===== src/rtl/impulse_response_convolver_defines.svh =====
// Assertion macros for the impulse response convolver.
// Used by the top level only; each macro expects i_clk and i_rst_n in scope.
`ifndef IMPULSE_RESPONSE_CONVOLVER_DEFINES_SVH
`define IMPULSE_RESPONSE_CONVOLVER_DEFINES_SVH

// The consequent must hold in the same cycle as the antecedent.
`define IRC_ASSERT_NOW(lbl, ante, cons, msg) \
    lbl: assert property (@(posedge i_clk) disable iff (!i_rst_n) (ante) |-> (cons)) \
        else $error(msg);

// The consequent must hold in the cycle after the antecedent.
`define IRC_ASSERT_NEXT(lbl, ante, cons, msg) \
    lbl: assert property (@(posedge i_clk) disable iff (!i_rst_n) (ante) |=> (cons)) \
        else $error(msg);

`endif


===== src/rtl/irc_pkg.sv =====
// Shared constants, command codes and controller/datapath structs for the
// impulse response convolver. No dependencies.
`default_nettype none

package irc_pkg;

    localparam int CMD_W           = 2;
    localparam int TAP_INDEX_W     = 10;
    localparam int TAP_COUNT_W     = 11;
    localparam int ACC_W           = 64;
    localparam int DEF_MAX_TAPS    = 1024;
    localparam int DEF_SAMPLE_BITS = 16;

    localparam logic [CMD_W-1:0] CMD_LOAD  = 2'd0;
    localparam logic [CMD_W-1:0] CMD_PROC  = 2'd1;
    localparam logic [CMD_W-1:0] CMD_CLEAR = 2'd2;

    // Commands from the controller to the datapath.
    typedef struct packed {
        logic tap_we;   // write the tap store from the input transfer
        logic hist_we;  // write the sample into the history ring
        logic start;    // begin a new sum
        logic issue;    // read one tap and one history entry
        logic emit;     // round, saturate and load the output register
        logic clear;    // empty the history
    } t_dp_cmd;

    // Status from the datapath to the controller.
    typedef struct packed {
        logic pipe_busy;  // reads or products still on their way into the accumulator
        logic out_free;   // output register can take a result this cycle
    } t_dp_stat;

endpackage

`default_nettype wire


===== src/rtl/irc_ctrl.sv =====
// Controller for the convolver: holds the tap count register and sequences
// one multiply-accumulate per tap. Depends on irc_pkg.
`default_nettype none

module irc_ctrl #(
    parameter int MAX_TAPS = irc_pkg::DEF_MAX_TAPS
) (
    input  wire                                i_clk,
    input  wire                                i_rst_n,
    input  wire                                i_cfg_we,
    input  wire  [irc_pkg::TAP_COUNT_W-1:0]    i_cfg_wdata,
    input  wire                                i_valid,
    input  wire  [irc_pkg::CMD_W-1:0]          i_command,
    output logic                               o_ready,
    input  irc_pkg::t_dp_stat                  i_stat,
    output irc_pkg::t_dp_cmd                   o_cmd
);
    import irc_pkg::*;

    localparam int CW = $clog2(MAX_TAPS + 1);

    localparam logic [1:0] ST_IDLE  = 2'd0;
    localparam logic [1:0] ST_RUN   = 2'd1;
    localparam logic [1:0] ST_DRAIN = 2'd2;

    logic [1:0]             r_state, n_state;
    logic [CW-1:0]          r_left, n_left;
    logic [TAP_COUNT_W-1:0] r_tap_count;
    logic [CW-1:0]          w_taps;
    logic                   w_accept;

    // Counts above the store depth use the whole store.
    assign w_taps = (32'(r_tap_count) > MAX_TAPS) ? CW'(MAX_TAPS) : CW'(r_tap_count);
    assign o_ready  = (r_state == ST_IDLE);
    assign w_accept = i_valid && o_ready;

    always_comb begin
        n_state = r_state;
        n_left  = r_left;
        o_cmd   = '0;
        unique case (r_state)
            ST_IDLE: begin
                if (w_accept) begin
                    unique case (i_command)
                        CMD_LOAD: begin
                            o_cmd.tap_we = 1'b1;
                        end
                        CMD_PROC: begin
                            o_cmd.hist_we = 1'b1;
                            o_cmd.start   = 1'b1;
                            n_left        = w_taps;
                            n_state       = (w_taps == '0) ? ST_DRAIN : ST_RUN;
                        end
                        CMD_CLEAR: begin
                            o_cmd.clear = 1'b1;
                        end
                        default: begin
                        end
                    endcase
                end
            end
            ST_RUN: begin
                o_cmd.issue = 1'b1;
                n_left      = r_left - CW'(1);
                if (r_left == CW'(1)) begin
                    n_state = ST_DRAIN;
                end
            end
            ST_DRAIN: begin
                if (!i_stat.pipe_busy && i_stat.out_free) begin
                    o_cmd.emit = 1'b1;
                    n_state    = ST_IDLE;
                end
            end
            default: begin
                n_state = ST_IDLE;
            end
        endcase
    end

    always_ff @(posedge i_clk) begin
        if (!i_rst_n) begin
            r_state     <= ST_IDLE;
            r_left      <= '0;
            r_tap_count <= '0;
        end else begin
            r_state <= n_state;
            r_left  <= n_left;
            if (i_cfg_we) begin
                r_tap_count <= i_cfg_wdata;
            end
        end
    end

endmodule

`default_nettype wire


===== config.mk =====
export PLATFORM = sky130hd
export DESIGN_NAME = irc_ctrl
export DESIGN_NICKNAME = d
export VERILOG_FILES = /design/src/rtl/impulse_response_convolver_defines.svh /design/src/rtl/irc_pkg.sv /design/src/rtl/irc_ctrl.sv
export SDC_FILE = /design/constraint.sdc
export NUM_CORES = 1
export LEC_CHECK = 0
export BUFFER_PORTS_ARGS = -buffer_cell sky130_fd_sc_hd__buf_2
export CORE_UTILIZATION = 40
export CTS_CLUSTER_SIZE = 28
export DETAILED_ROUTE_END_ITERATION = 8
export HOLD_SLACK_MARGIN = 0.08
export PLACE_DENSITY = 0.62
export SETUP_SLACK_MARGIN = 0.4
export SYNTH_ARGS = -nofsm -noshare
export SYNTH_HDL_FRONTEND = slang
export SYNTH_SLANG_ARGS = --single-unit

===== constraint.sdc =====
create_clock -name i_clk -period 2.3 [get_ports i_clk]
set_clock_uncertainty 0.2 [all_clocks]
set_input_delay 0.575 -clock i_clk [delete_from_list [all_inputs] [get_ports i_clk]]
set_output_delay 0.575 -clock i_clk [all_outputs]
set_load 0.01 [all_outputs]

-- Word level (Yosys, flattened, before mapping)
Cells that the tools add are included.
- bits in registers: 24
- input bits: 19
- output and inout port bits: 7
- logic and storage cells: 43
- $add $sub $neg: 1
- $lt $le $gt $ge: 1
- equality and inequality tests: 9
- mux-type cells: 20
- reductions and logical operators: 9
- operators by type and width (cell ; count):
    $mux W11 ; 3
    $pmux W11 S2 ; 1
    $mux W2 ; 6
    $eq A11 B1 Y1 const B ; 1
    $gt A11 B11 Y1 const B ; 1
    $logic_not A11 Y1 ; 1
    $sub A11 B1 Y11 const B ; 1
    $mux W1 ; 7
    $mux W3 ; 2
    $pmux W2 S3 ; 1
    $eq A2 B1 Y1 const B ; 2
    $eq A2 B2 Y1 const B ; 2
    $logic_not A2 Y1 ; 2
    $ne A2 B1 Y1 const B ; 2
    $ne A2 B2 Y1 const B ; 2
    $reduce_and A4 Y1 ; 1
    $reduce_and A3 Y1 ; 1
    $logic_and A1 B1 Y1 ; 2
    $reduce_bool A2 Y1 ; 1
    $logic_not A1 Y1 ; 1

-- Logic depth before layout (Yosys ltp)
Gate-level depths: netlist (run 1).
- depth after elaboration: 7
- mapped depth: 6
- gate-level depth less buffers: 6

-- Worst setup path after synthesis (run 1)
Ideal clock, no wire load.
- path type: input to output
- start point: in i_valid
- end point: out o_cmd[4] (netlist name)
- arrival time: 1430 ps
- required time: 1525 ps
- setup slack: 95 ps
- stages: 3
- buffers on the path: 1
- path through: or3b_2 > nor2_4 > buf_4
- RTL lines (element ; RTL line ; text):
    start: declaration ; irc_ctrl.sv:12 ; input wire i_valid,
    end: declaration ; irc_ctrl.sv:16 ; output irc_pkg::t_dp_cmd o_cmd

==> reports/metrics.yaml, run 1 <==
outcome:
  status: "finished, final reports clean"
logic_synthesis:
  ys_seq_area_share_pct: 36.9
  synth_cell_types: 43
  syn_area_per_cell_um2: 8.51
  synth-main-ff-cell: "dfxtp_1"
  yosys_warnings: 0
  netlist_instances: 153
  synth_nets: 174
  synth.cell_area_um2: 1300
  synth-edff-count: 0
  async_reset_ff_share_pct: 0
  ys_ff_latch: 24
worst_setup_path:
  cp_max_fo: 4
  reg2reg_from: "r_state[1]"
  worstPathRequired_ns: 1.52
  crit_arrival_ns: 1.40
  crit_type: "reg2out"
  endpoint_kind: "primary output"
  cp-startpoint: "r_state[1]"
  critPathLaunchType: "register"
sta:
  rsz0062_at_grt: "true"
  maxSlewViolCount: 0
  timing.fmax_mhz: 460
  setup_viol: 0
  fin_crit_ns: 2.18
  tightest_slew_ns: 0.648
  fin_crit_sh_pct: 94.6
  slew-limit-headroom_pct: 56.8
  tns_ns: 0
  hold_viol: 0
  setup_ws_ns: 0.124
die:
  coreArea_um2: 3080
  num_rows: 20
  start_util_pct: 42.3
  fp.dieW_um: 59.1
  ios: 26
  dieArea_um2: 3490
  die_y_um: 59.1
cells_and_area:
  area_growth_pct: 28.1
  fin_util_pct: 54.2
  final_layout_size_suffix_gt1_share_pct: 35.3
  finalNonFillerCells: 231
  num_antenna_cells: 0
  nets: 209
  final_common_cell: "buf_2"
  final_cell_mix: "22 x buf_2, 19 x dfxtp_1, 17 x nor2_1"
worst_hold_path:
  holdCritStartpoint: "i_cfg_wdata[10]"
  hp-class: "in2reg"
drt:
  remaining_drc_errors: 0
  viasPerCell: 5.59
  totalWireLength_mm: 3.29
  wl_per_cell_um: 14.2
  drt_iter0_markers: 59
  drt.antenna.violating_nets: 0
  vias: 1292
  first_pass_iters: 4
placement:
  place_hpwl_mm: 2.34
  dp_slack_ns: 0.127
  placed_cells: 218
  port_buffers: 25
  gp_congestion: 0.936
cts:
  cts_buffers: 3
  cts-root-buf: "clkbuf_4"
  clock_latency_ns: 0.32
  htree_levels: 1
  clk_path_buf_depth: 2
  cts_tree: "yes"
  cts.sink_count: 24
  ctsHoldBuffers: 0
  path_clk_slew_ns: 0.15
global_routing:
  grt_pass1_wl_mm: 5.60
  grt_pass1_vias: 1203
  grt_start_max_net_pins: 22
  antenna_found_initial: 0
  globalRouteTotalUtil_pct: 20.9
  globalRoute.totalOverflow: 0
power_and_ir_drop:
  irDropWorstVdd_v: 0.000515
  cellPowerDensity_nw_per_um2: 609
  leakage_nw: 0.688
job:
  maxCapViolations: 0
synth_stat cells (2+ instances only):
master / number / area (um^2)
nand2b_1: 3 / 18.8
o21ai_0: 11 / 55.1
a31oi_1: 7 / 43.8
a21oi_1: 10 / 50.1
mux2i_1: 11 / 110
dfxtp_1: 24 / 480
nor2_1: 20 / 75.1
ha_1: 2 / 25.0
nor3b_1: 4 / 30.0
buf_6: 2 / 22.5
nor4_1: 3 / 18.8
and3_1: 4 / 25.0
clkbuf_1: 3 / 11.3
a32o_1: 2 / 20.0
nand3_1: 5 / 25.0
inv_1: 6 / 22.5
nor2b_1: 2 / 12.5
or3b_2: 2 / 17.5
nand2_1: 6 / 22.5
nor3_1: 3 / 15.0
per-layer routing:
layer | global-route usage (%) | part of all wire, % | vias to the layer above
met2 | 34.3 | 48 | 47
met4 | 9.18 | 2.1 | 0
met1 | 27.3 | 45 | 602
li1 | - | - | 633
met5 | 0 | 0 | -
met3 | 3.28 | 4.7 | 10
critical path, stage by stage, from the launching register on:
cell and delay [ns]:
dfxtp_4 0.37, or3b_4 0.41, nor3b_2 0.17, buf_2 0.15
power breakdown:
group	switching, mW	total [mW]	internal (mW)
sequential	0.0269	0.467	0.440
clock	0.135	0.311	0.176
combinational	0.122	0.237	0.115
kinds of logic after synthesis:
kind of cell             share of synthesized area (%)
buffers and inverters                             5.19
AO/OA/AOI/OAI                                     19.6
flip-flops                                        36.9
AND/OR/NAND/NOR                                   28.0
multiplexers                                      8.45
adder cells (fa/ha/maj)                           1.92
path summary, 6_finish.rpt:
kind / endpoint / depth (start not counted) / slack (ns)
worst max register to register: r_left[0] / 7 / 0.45
worst min register to register: r_left[9] / 2 / 0.29
worst min-delay path: r_tap_count[10] / 3 / 0.27
worst max-delay path: o_cmd[0] / 3 / 0.12
state kept, by name, summed over array words and instances, names as in the netlist:
| signal | flops |
|---|---|
| r_left | 11 |
| r_tap_count | 11 |
| r_state | 2 |
per-stage QoR:
| stage | hold WS, ns | area, um^2 | power, mW |
|---|---|---|---|
| after floorplan | 0.248 | 1310 | 0.617 |
| after global placement | 0.268 | 1470 | 0.675 |
| after detailed placement | 0.268 | 1470 | 0.679 |
| after CTS | 0.272 | 1610 | 1.00 |
| after global routing | 0.274 | 1670 | 1.07 |
| final | 0.271 | 1670 | 1.02 |
area by class of cell:
type / instances / area (um^2)
clock buffer: 3 / 22.5
sequential: 24 / 492
clock inverter: 1 / 30.0
inverter: 6 / 25.0
multi-input combinational: 116 / 802
fill: 280 / 1410
timing repair buffer: 37 / 241
tap: 44 / 55.1
repair_timing:
item,in CTS,in global routing
endpoints found under the setup margin,17,17
resized for setup,12,13
setup buffers,6,3
pin swaps,4,2
Note: power is estimated with default switching activity, not from simulation.
==> inputs of run 2 (changes only) <==
==> constraint.sdc (replaced) <==
create_clock -name i_clk -period 2.66 [get_ports i_clk]
set_clock_uncertainty 0.2 [all_clocks]
set_input_delay 0.665 -clock i_clk [delete_from_list [all_inputs] [get_ports i_clk]]
set_output_delay 0.665 -clock i_clk [all_outputs]
set_load 0.01 [all_outputs]
==> reports/metrics.yaml, run 2 (same netlist as run 1, synthesis figures left out) <==
die:
  num_rows: 20
  ios: 26
  coreArea_um2: 3080
  start_util_pct: 42.3
  fp.dieW_um: 59.1
  die_y_um: 59.1
  dieArea_um2: 3490
sta:
  setup_ws_ns: 0.323
  fin_crit_sh_pct: 87.8
  slew-limit-headroom_pct: 53.7
  tns_ns: 0
  maxSlewViolCount: 0
  tightest_slew_ns: 0.694
  setup_viol: 0
  hold_slack_ns: 0.301
  hold_viol: 0
  timing.fmax_mhz: 428
  fin_crit_ns: 2.34
  rsz0062_at_grt: "true"
drt:
  drt.antenna.violating_nets: 0
  drt_iter0_markers: 69
  viasPerCell: 5.57
  remaining_drc_errors: 0
  first_pass_iters: 4
  totalWireLength_mm: 3.39
  vias: 1271
  wl_per_cell_um: 14.9
worst_setup_path:
  crit_arrival_ns: 1.47
  worstPathRequired_ns: 1.79
  crit_type: "in2out"
  critPathLaunchType: "primary input"
  cp_max_fo: 4
  endpoint_kind: "primary output"
cells_and_area:
  final_layout_size_suffix_gt1_share_pct: 28.3
  final_cell_mix: "22 x buf_2, 22 x dfxtp_1, 20 x nor2_1"
  finalInstanceArea_um2: 1590
  reg.largest.list: "r_left x11, r_tap_count x11, r_state x2"
  num_antenna_cells: 0
  area_growth_pct: 22.2
  nets: 206
global_routing:
  grt_pass1_vias: 1168
  grt_start_max_net_pins: 22
  globalRouteTotalUtil_pct: 21.3
  grt_busiest_layer: "met2"
  grt_pass1_wl_mm: 5.59
  met1_usage_pct: 29.0
  globalRoute.totalOverflow: 0
  antenna_found_initial: 0
  met3_usage_pct: 5.68
  grt_use_met2_pct: 32.8
power_and_ir_drop:
  total_power_uw: 858
  leakage_nw: 0.666
  irDropWorstVdd_v: 0.000321
  cellPowerDensity_nw_per_um2: 539
cts:
  cts.sink_count: 24
  path_clk_slew_ns: 0.14
  clk_path_buf_depth: 2
  cts-root-buf: "clkbuf_4"
  ctsHoldBuffers: 0
  htree_levels: 1
  cts_buffers: 3
  cts_tree: "yes"
  clock_latency_ns: 0.32
job:
  maxCapViolations: 0
placement:
  gp_congestion: 0.839
  port_buffers: 25
  postPlaceCellArea_um2: 1450
  place_hpwl_mm: 2.31
  dp_slack_ns: 0.284
worst_hold_path:
  hp-class: "reg2reg"
outcome:
  status: "finished, final reports clean"
==> run 2: cell count changes in the layout (fill, tap and decap cells not counted), sizes merged <==
cell	change
buf	-3
==> run 2: metrics by stage <==
stage	utilization, %	instances
floorplan	-	153
CTS	51.3	227
finish	51.7	228
detailed placement	47.0	215
global route	51.7	228
global placement	47.0	215
==> run 2: worst paths after layout <==
check                  start         to  slack [ns]  cells past startpoint
setup / recovery     i_valid   o_cmd[0]        0.32                      4
hold / removal     r_left[9]  r_left[9]        0.30                      2
setup reg to reg  r_state[0]  r_left[6]        0.61                      6
hold reg to reg    r_left[9]  r_left[9]        0.30                      2
==> run 2: report_power, final <==
group          total (mW)  switching [mW]  internal [mW]
combinational       0.187           0.102         0.0845
sequential          0.404          0.0241          0.380
clock               0.268           0.115          0.152
==> run 2: layer usage <==
metal	part of all wire [%]	up-vias
met5	0	-
met4	0.71	0
met3	7.4	2
met2	45	47
met1	46	592
li1	-	630
==> run 2: worst max-delay path, stage by stage <==
cell and delay (ns):
buf_6 0.07, or3b_4 0.41, nor3b_2 0.17, buf_2 0.16
==> run 2: what timing repair did <==
item	in CTS	in global routing
pin swaps	2	2
gates resized for setup	6	2
gates cloned	0	0
endpoints found under the setup margin	5	5
buffers inserted	8	1
==> run 2: area by class of cell <==
type	count	area (um^2)
multi-input combinational	116	762
sequential	24	488
clock buffer	3	22.5
timing repair buffer	34	211
tap	44	55.1
fill	287	1490
inverter	6	22.5
clock inverter	1	30.0
==> inputs of run 3 (changes only) <==
--- a/config.mk
+++ b/config.mk
@@ -6,11 +6,12 @@
 export NUM_CORES = 1
 export LEC_CHECK = 0
 export BUFFER_PORTS_ARGS = -buffer_cell sky130_fd_sc_hd__buf_2
-export CORE_UTILIZATION = 40
+export CORE_ASPECT_RATIO = 1.4
+export CORE_UTILIZATION = 58
 export CTS_CLUSTER_SIZE = 28
 export DETAILED_ROUTE_END_ITERATION = 8
 export HOLD_SLACK_MARGIN = 0.08
-export PLACE_DENSITY = 0.62
+export PLACE_DENSITY = 0.84
 export SETUP_SLACK_MARGIN = 0.4
 export SYNTH_ARGS = -nofsm -noshare
 export SYNTH_HDL_FRONTEND = slang
==> reports/metrics.yaml, run 3 (same netlist as run 1, synthesis figures left out) <==
drt:
  vias: 1329
  viasPerCell: 6.61
  first_pass_iters: 4
  drt_iter0_markers: 68
  totalWireLength_mm: 3.26
  wl_per_cell_um: 16.2
  drt.antenna.violating_nets: 0
  remaining_drc_errors: 0
job:
  maxCapViolations: 0
worst_setup_path:
  critPathLaunchType: "primary input"
  worstPathRequired_ns: 1.79
  endpoint_kind: "primary output"
  crit_arrival_ns: 1.44
  crit_type: "in2out"
  cp_max_fo: 4
global_routing:
  grt_use_met2_pct: 50.7
  met1_usage_pct: 29.0
  antenna_found_initial: 0
  grt_pass1_wl_mm: 5.09
  grt_pass1_vias: 1179
  met3_usage_pct: 4.05
  globalRoute.totalOverflow: 0
  grt_start_max_net_pins: 22
  grt_busiest_layer: "met2"
  globalRouteTotalUtil_pct: 26.9
cells_and_area:
  multi_input_area_um2: 762
  final_common_cell: "buf_2"
  nets: 203
  final_layout_size_suffix_gt1_share_pct: 26.1
  finalInstanceArea_um2: 1500
  num_antenna_cells: 0
  area_growth_pct: 15.5
  fin_util_pct: 73.6
  reg.largest.list: "r_left x11, r_tap_count x11, r_state x2"
  register_area_um2: 488
  n_fill_cell: 160
  final_cell_mix: "23 x buf_2, 22 x dfxtp_1, 20 x nor2_1"
sta:
  fin_crit_ns: 2.31
  tightest_slew_ns: 0.622
  rsz0062_at_grt: "true"
  setup_viol: 0
  maxSlewViolCount: 0
  timing.fmax_mhz: 434
  hold_slack_ns: 0.318
  hold_viol: 0
  slew-limit-headroom_pct: 58.2
  tns_ns: 0
  fin_crit_sh_pct: 86.7
die:
  ios: 26
  coreArea_um2: 2040
  dieArea_um2: 2440
  die_y_um: 58.1
  fp.dieW_um: 42.1
  num_rows: 19
  start_util_pct: 63.7
cts:
  clk_path_buf_depth: 2
  ctsHoldBuffers: 0
  path_clk_slew_ns: 0.12
  cts.sink_count: 24
  cts-root-buf: "clkbuf_4"
  cts_buffers: 3
  clock_latency_ns: 0.32
  cts_tree: "yes"
  htree_levels: 1
outcome:
  status: "finished, final reports clean"
power_and_ir_drop:
  cellPowerDensity_nw_per_um2: 495
  leakage_nw: 0.638
  irDropWorstVdd_v: 0.000351
placement:
  port_buffers: 25
  place_hpwl_mm: 2.41
  postPlaceCellArea_um2: 1430
  gp_congestion: 0.875
worst_hold_path:
  hp-class: "reg2reg"
[run 3: cell count changes in the layout (fill, tap and decap cells not counted), sizes merged]
| cell | before | now |
|---|---|---|
| buf | 34 | 31 |
| bufinv | 1 | 0 |
[run 3: metrics by stage]
| stage | power [mW] | instances | setup slack (ns) |
|---|---|---|---|
| floorplan | 0.533 | 153 | 0.405 |
| global placement | 0.575 | 194 | 0.335 |
| detailed placement | 0.581 | 194 | 0.322 |
| CTS | 0.737 | 197 | 0.358 |
| global route | 0.776 | 201 | 0.303 |
| finish | 0.744 | 201 | 0.353 |
[run 3: report_power, final]
part           total (mW)  internal [mW]  switching, mW
registers           0.405          0.380         0.0250
clock network       0.161         0.0532          0.108
logic               0.178         0.0816         0.0962
total               0.744          0.515          0.229
[run 3: timing repair]
action                     CTS  global route
buffers inserted             0             4
gates resized for setup      5             1
pin swaps                    1             0
gates cloned                 0             0
setup endpoints to repair    4             4
[run 3: cell type report]
type | count | share of cell area (%)
inverters | 6 | 1.50
clock buffers | 3 | 1.50
flip-flops and latches | 24 | 32.4
well taps | 21 | 1.75
multi-input cells | 116 | 50.7
repair buffers | 31 | 12.1
[run 3: metal layers]
layer	routed length [um]	up-vias	part of all wire, %
met1	1220	619	37
met4	115	0	3.5
li1	-	620	-
met5	0	-	0
met2	1720	75	53
met3	207	15	6.3
[run 3: path summary, 6_finish.rpt]
path | slack [ns] | to | from | cells after the start
hold reg to reg | 0.32 | r_left[7] | r_left[7] | 2
hold / removal | 0.32 | r_left[7] | r_left[7] | 2
setup / recovery | 0.35 | o_cmd[0] | i_valid | 4
setup reg to reg | 0.70 | r_left[3] | r_state[1] | 6
[run 3: worst max-delay path, cell delays in order]
cell	delay, ns
buf_6	0.07
or3b_4	0.41
nor3b_2	0.16
buf_2	0.14
